### src/sv/sbs_pkg.sv
// Shared types and constants for the sorted-table binary search block.
// Used by the controller, the datapath and the top level; depends on nothing.
`timescale 1ns / 1ps
`default_nettype none

package sbs_pkg;

	// Fixed field widths of the item and result ports
	localparam int CMD_W   = 1;
	localparam int ADDR_W  = 10;
	localparam int VALUE_W = 32;
	localparam int LEN_W   = 11;
	localparam int POS_W   = 10;

	// Default table size
	localparam int DEFAULT_TABLE_DEPTH = 1024;

	// Register port: byte address width and data width
	localparam int APB_AW = 3;
	localparam int APB_DW = 32;

	// Register word indexes
	localparam logic [APB_AW-3:0] REG_TABLE_LENGTH = 1'b0;

	// Item commands
	localparam logic [CMD_W-1:0] CMD_WRITE  = 1'b0;
	localparam logic [CMD_W-1:0] CMD_SEARCH = 1'b1;

	// Controller states
	typedef enum logic [1:0] {
		S_IDLE,
		S_START,
		S_PROBE,
		S_FINISH
	} sbs_state_t;

	// Commands from controller to datapath
	typedef struct packed {
		logic wr_en;       // store the accepted write item
		logic init;        // load key and range from the accepted search item
		logic first_read;  // read the entry at the middle of the fresh range
		logic step;        // compare the returned entry and narrow the range
		logic set_result;  // capture the search outcome
		logic load_out;    // move the outcome into the output register
	} sbs_ctl_t;

	// Status from datapath to controller
	typedef struct packed {
		logic range_empty; // current range holds no entry
		logic match;       // returned entry equals the key
		logic next_empty;  // narrowed range holds no entry
	} sbs_sts_t;

endpackage

`default_nettype wire

### src/sv/sbs_ctrl.sv
// Controller of the binary search: item handshake, search sequencing and
// output valid. Depends on sbs_pkg.
`timescale 1ns / 1ps
`default_nettype none

module sbs_ctrl import sbs_pkg::*; (
	input  wire logic             clk,
	input  wire logic             arst_n,
	input  wire logic             in_valid,
	input  wire logic [CMD_W-1:0] item_cmd,
	output logic                  in_ready,
	output logic                  out_valid,
	input  wire logic             out_ready,
	input  wire sbs_sts_t         sts,
	output sbs_ctl_t              ctl
);

	sbs_state_t state_q;
	sbs_state_t state_d;
	logic       out_valid_q;

	// State register
	always_ff @(posedge clk or negedge arst_n) begin
		if (!arst_n) begin
			state_q <= S_IDLE;
		end else begin
			state_q <= state_d;
		end
	end

	// Next state and datapath commands
	always_comb begin
		state_d  = state_q;
		ctl      = '0;
		in_ready = 1'b0;
		unique case (state_q)
			S_IDLE: begin
				in_ready = 1'b1;
				if (in_valid) begin
					if (item_cmd == CMD_SEARCH) begin
						ctl.init = 1'b1;
						state_d  = S_START;
					end else begin
						ctl.wr_en = 1'b1;
					end
				end
			end
			S_START: begin
				if (sts.range_empty) begin
					ctl.set_result = 1'b1;
					state_d        = S_FINISH;
				end else begin
					ctl.first_read = 1'b1;
					state_d        = S_PROBE;
				end
			end
			S_PROBE: begin
				ctl.step = 1'b1;
				if (sts.match || sts.next_empty) begin
					ctl.set_result = 1'b1;
					state_d        = S_FINISH;
				end
			end
			S_FINISH: begin
				if (!out_valid_q || out_ready) begin
					ctl.load_out = 1'b1;
					state_d      = S_IDLE;
				end
			end
			default: begin
				state_d = S_IDLE;
			end
		endcase
	end

	// Output valid: set on load, drop when the item is taken
	always_ff @(posedge clk or negedge arst_n) begin
		if (!arst_n) begin
			out_valid_q <= 1'b0;
		end else if (ctl.load_out) begin
			out_valid_q <= 1'b1;
		end else if (out_ready) begin
			out_valid_q <= 1'b0;
		end
	end

	assign out_valid = out_valid_q;

	// Never overwrite a result that is still waiting
	a_no_overwrite: assert property (@(posedge clk) disable iff (!arst_n)
		ctl.load_out |-> (!out_valid_q || out_ready))
		else $error("output register overwritten");

	// Table writes happen only between searches
	a_write_when_idle: assert property (@(posedge clk) disable iff (!arst_n)
		ctl.wr_en |-> (state_q == S_IDLE) && in_ready)
		else $error("table write outside idle");

	// An outcome is always followed by the output hand-off state
	a_result_then_finish: assert property (@(posedge clk) disable iff (!arst_n)
		ctl.set_result |=> (state_q == S_FINISH))
		else $error("outcome captured without finish");

	// A search start always opens with range setup
	a_init_then_start: assert property (@(posedge clk) disable iff (!arst_n)
		ctl.init |=> (state_q == S_START) && !in_ready)
		else $error("search accepted without setup");

endmodule

`default_nettype wire
### config.mk
export PLATFORM = sky130hd
export DESIGN_NAME = sbs_ctrl
export DESIGN_NICKNAME = d
export VERILOG_FILES = /design/src/sv/sbs_pkg.sv /design/src/sv/sbs_ctrl.sv
export SDC_FILE = /design/constraint.sdc
export NUM_CORES = 1
export LEC_CHECK = 0
export ABC_AREA = 1
export ABC_CLOCK_PERIOD_IN_PS = 1700
export BUFFER_PORTS_ARGS = -buffer_cell sky130_fd_sc_hd__buf_4
export CAP_MARGIN = 40
export CORE_AREA = 2 2 39 41
export DETAILED_ROUTE_END_ITERATION = 12
export DIE_AREA = 0 0 41 43
export PLACE_DENSITY = 0.56
export SLEW_MARGIN = 40
export SYNTH_ARGS = -nofsm -noshare
export SYNTH_HDL_FRONTEND = slang
export SYNTH_SLANG_ARGS = --single-unit
### constraint.sdc
create_clock -name clk -period 1.7 [get_ports clk]
set_input_delay 0.17 -clock clk [delete_from_list [all_inputs] [get_ports clk]]
set_output_delay 0.17 -clock clk [all_outputs]
set_load 0.03 [all_outputs]
Word level (Yosys, flattened, before mapping). Index checks and enable logic that the tools add are counted. W data, S select, Z words.

Output and inout port bits: 8. Register bits: 3. Bits of input ports: 8. Word-level logic and storage cells: 36.

Equality and inequality tests: 7. Reduce and logical (&&, ||, !) cells: 6. Muxes and demuxes: 21.

Operators with widths (count): $mux W1 (13); $mux W2 (6); $ne A2 B2 Y1 const B (4); $pmux W2 S4 (1); $eq A2 B2 Y1 const B (2); $reduce_and A4 Y1 (1); $eq A2 B1 Y1 const B (1); $logic_not A2 Y1 (1); $logic_or A1 B1 Y1 (2); $pmux W1 S2 (1); $reduce_bool A2 Y1 (1); $logic_not A1 Y1 (1).

Depth between registers and ports, before layout.
Depth in word-level cells: 5. Depth in mapped cells: 7. Gate-level depth less buffers: 7.

Worst setup path before layout. Ideal clock, no wire load.

Path kind: reg-to-output. Start: register state_q[0]. End: output port ctl[1] in the netlist's numbering. Setup slack: -0.140 ns. Cell stages (with the launch flop): 5. Required time: 1.530 ns. Data arrival time: 1.670 ns. Path through: dfrtp_1 > inv_1 > ha_1 > nand2_1 > a21boi_0.

RTL lines: start: declaration (line sbs_ctrl.sv:18) `sbs_state_t state_q;`; start signal: assignment (line sbs_ctrl.sv:27) `state_q <= state_d;`; end: declaration (line sbs_ctrl.sv:15) `output sbs_ctl_t ctl`.

==> reports/results.tsv <==
metric	value	unit
status	complete, no violations	
synth_seq_cells	3	
grt_pass1_vias	288	
cts_num_sinks	3	
die_w	41	µm
netlist_area	290	µm²
hp-class	in2reg	
worstPathRequired	1.53	ns
nFillCells	150	
min_period	1.52	ns
ys_warn_count	0	
cp_max_fo	5	
finalClockSkew	0.000551	ns
slew_viol_final	0	
grt_max_degree	6	
clockBufferDepth	2	
synth_nets	56	
setup_tns	0	ns
grt_pass1_wl	1010	µm
nets	77	
syn2layout_area_growth	58.2	%
syn-instance-count	44	
clkLatencyLatePin	0.23	ns
vdd_drop_max	0.695	mV
place_inst	75	
max-cap-violations	0	
mostFrequentLayoutCell	buf_4	
top_layer_used	met3	
dr_wl_met2	337	µm
worst_pin_slew	0.155	ns
crit_family	flip-flops	
timing.final.crit_share	89.4	%
dp_hpwl	519	µm
place.port_buffers	15	
drt_wl_total	629	µm
cp_slowest_cell	dfrtp_1	
start_util	21.0	%
slew_headroom	89.6	%
syn_avg_cell_area	6.60	µm²
critPathKind	reg2out	
crit_path_cell_trace	inv_1 > ha_1 > a21boi_1 > buf_4	
cts_buffers	3	
viasPerCell	3.81	
cpPeakStageDelay	0.40	ns
fmax	658	MHz
arrival	1.35	ns
place_ws	0.415	ns
vias	305	
fin_ws	0.180	ns
dr_wl_met3	23	µm
n_antenna_cell	0	
fp.dieH	43	µm
seq_area_frac_synth	25.9	%
utilization	33.2	%
ctsHtreeMaxLevel	1	
crit_buf_inv	2	
design.die.area	1760	µm²
finalHoldViolations	0	
coreArea	1380	µm²
ant_nets	0	
post-route-drc-count	0	
startpoint_type	flop	
drive_above_1_share	34.4	%
ctsRootBufferMaster	clkbuf_4	
wl_met1	269	µm
cts_tree	yes	
overflow	0	
finalNonFillerCells	80	
synth_cell_types	12	
io-pin-count	16	
fp-row-count	14	
hold_ws	0.214	ns
globalplace.congestion	0.706	
p_leak	0.266	nW
wl_per_cell	7.86	µm
grt_use_total	8.37	%
endpoint_kind	output port	
power_density	1890	nW/µm²
layout_common_cells	15 x buf_4, 13 x nand2_1, 9 x inv_1	
grt_setup_unrepaired	no	
clk_pin_slew	0.04	ns
antenna_found_initial	0	
initialDrtViolationCount	4	
drt-pass1-iter-count	3	
setup_violations	0	
## cells by family (layout without fill, tap and decap cells)
family,Yosys count,in the layout,share of synthesized area (%)
and+or+nand+nor,26,26,41.0
buffers and inverters,9,29,11.6
adders and majority gates,4,4,17.2
DFF,3,3,25.9
AOI/OAI and AO/OA,2,2,4.31
## synth_stat cells
cell	count	area share [%]
nand3_1	4	6.9
nand3_2	1	3.4
nor2_2	1	2.2
a21boi_0	1	2.6
dfrtp_1	3	26
nand4_1	1	2.2
inv_1	9	12
a21oi_1	1	1.7
nor2_1	4	5.2
nand2_1	13	17
ha_1	4	17
nand2_2	2	4.3
## timing repair
action / 4_1_cts / 5_1_grt
resized for setup: 0 / 0
setup buffers: 0 / 0
endpoints found under the setup margin: 0 / 0
hold buffers: 1 / 0
endpoints found under the hold margin: 3 / 0
## state kept, by name, summed over array words and instances, names as in the netlist
name / count
out_valid: 1
state_q: 2
## metrics by stage
stage	total power, mW	area (µm²)
after floorplan	0.573	290
after global placement	0.757	423
after detailed placement	0.754	423
after CTS	0.888	459
after global routing	0.954	459
final	0.869	459
## layer usage
metal | global-route usage, % | vias up
li1 | - | 172
met1 | 11.1 | 128
met2 | 12.5 | 5
met3 | 0 | 0
met4 | 6.00 | 0
met5 | 0 | -
## layout make-up
type	count	area, µm²	share of cell area (%)
multi-input cells	32	181	39.5
repair buffers	16	123	26.7
flip-flops and latches	3	75.1	16.3
inverters	9	33.8	7.36
clock buffers	4	26.3	5.72
well taps	16	20.0	4.36
## tightest hold or removal path: stages
cell     delay, ns
buf_4         0.08
inv_1         0.05
nand2_1       0.06
nand2_1       0.04
## power by group
group	switching, mW	internal (mW)	total, mW
clock	0.0350	0.0878	0.123
combinational	0.360	0.232	0.592
sequential	0.0433	0.110	0.154
total	0.439	0.430	0.869
## final timing paths
path | slack [ns] | cells past startpoint | endpoint | from
setup / recovery | 0.18 | 4 | ctl[1] | state_q[0]
hold / removal | 0.21 | 4 | out_valid | out_ready
setup reg to reg | 0.51 | 6 | state_q[0] | state_q[0]
hold reg to reg | 0.55 | 2 | out_valid | out_valid
max in group asynchronous | 1.33 | 2 | out_valid | arst_n
min in group asynchronous | 0.28 | 2 | state_q[0] | arst_n
Note: power is estimated with default switching activity, not from simulation.
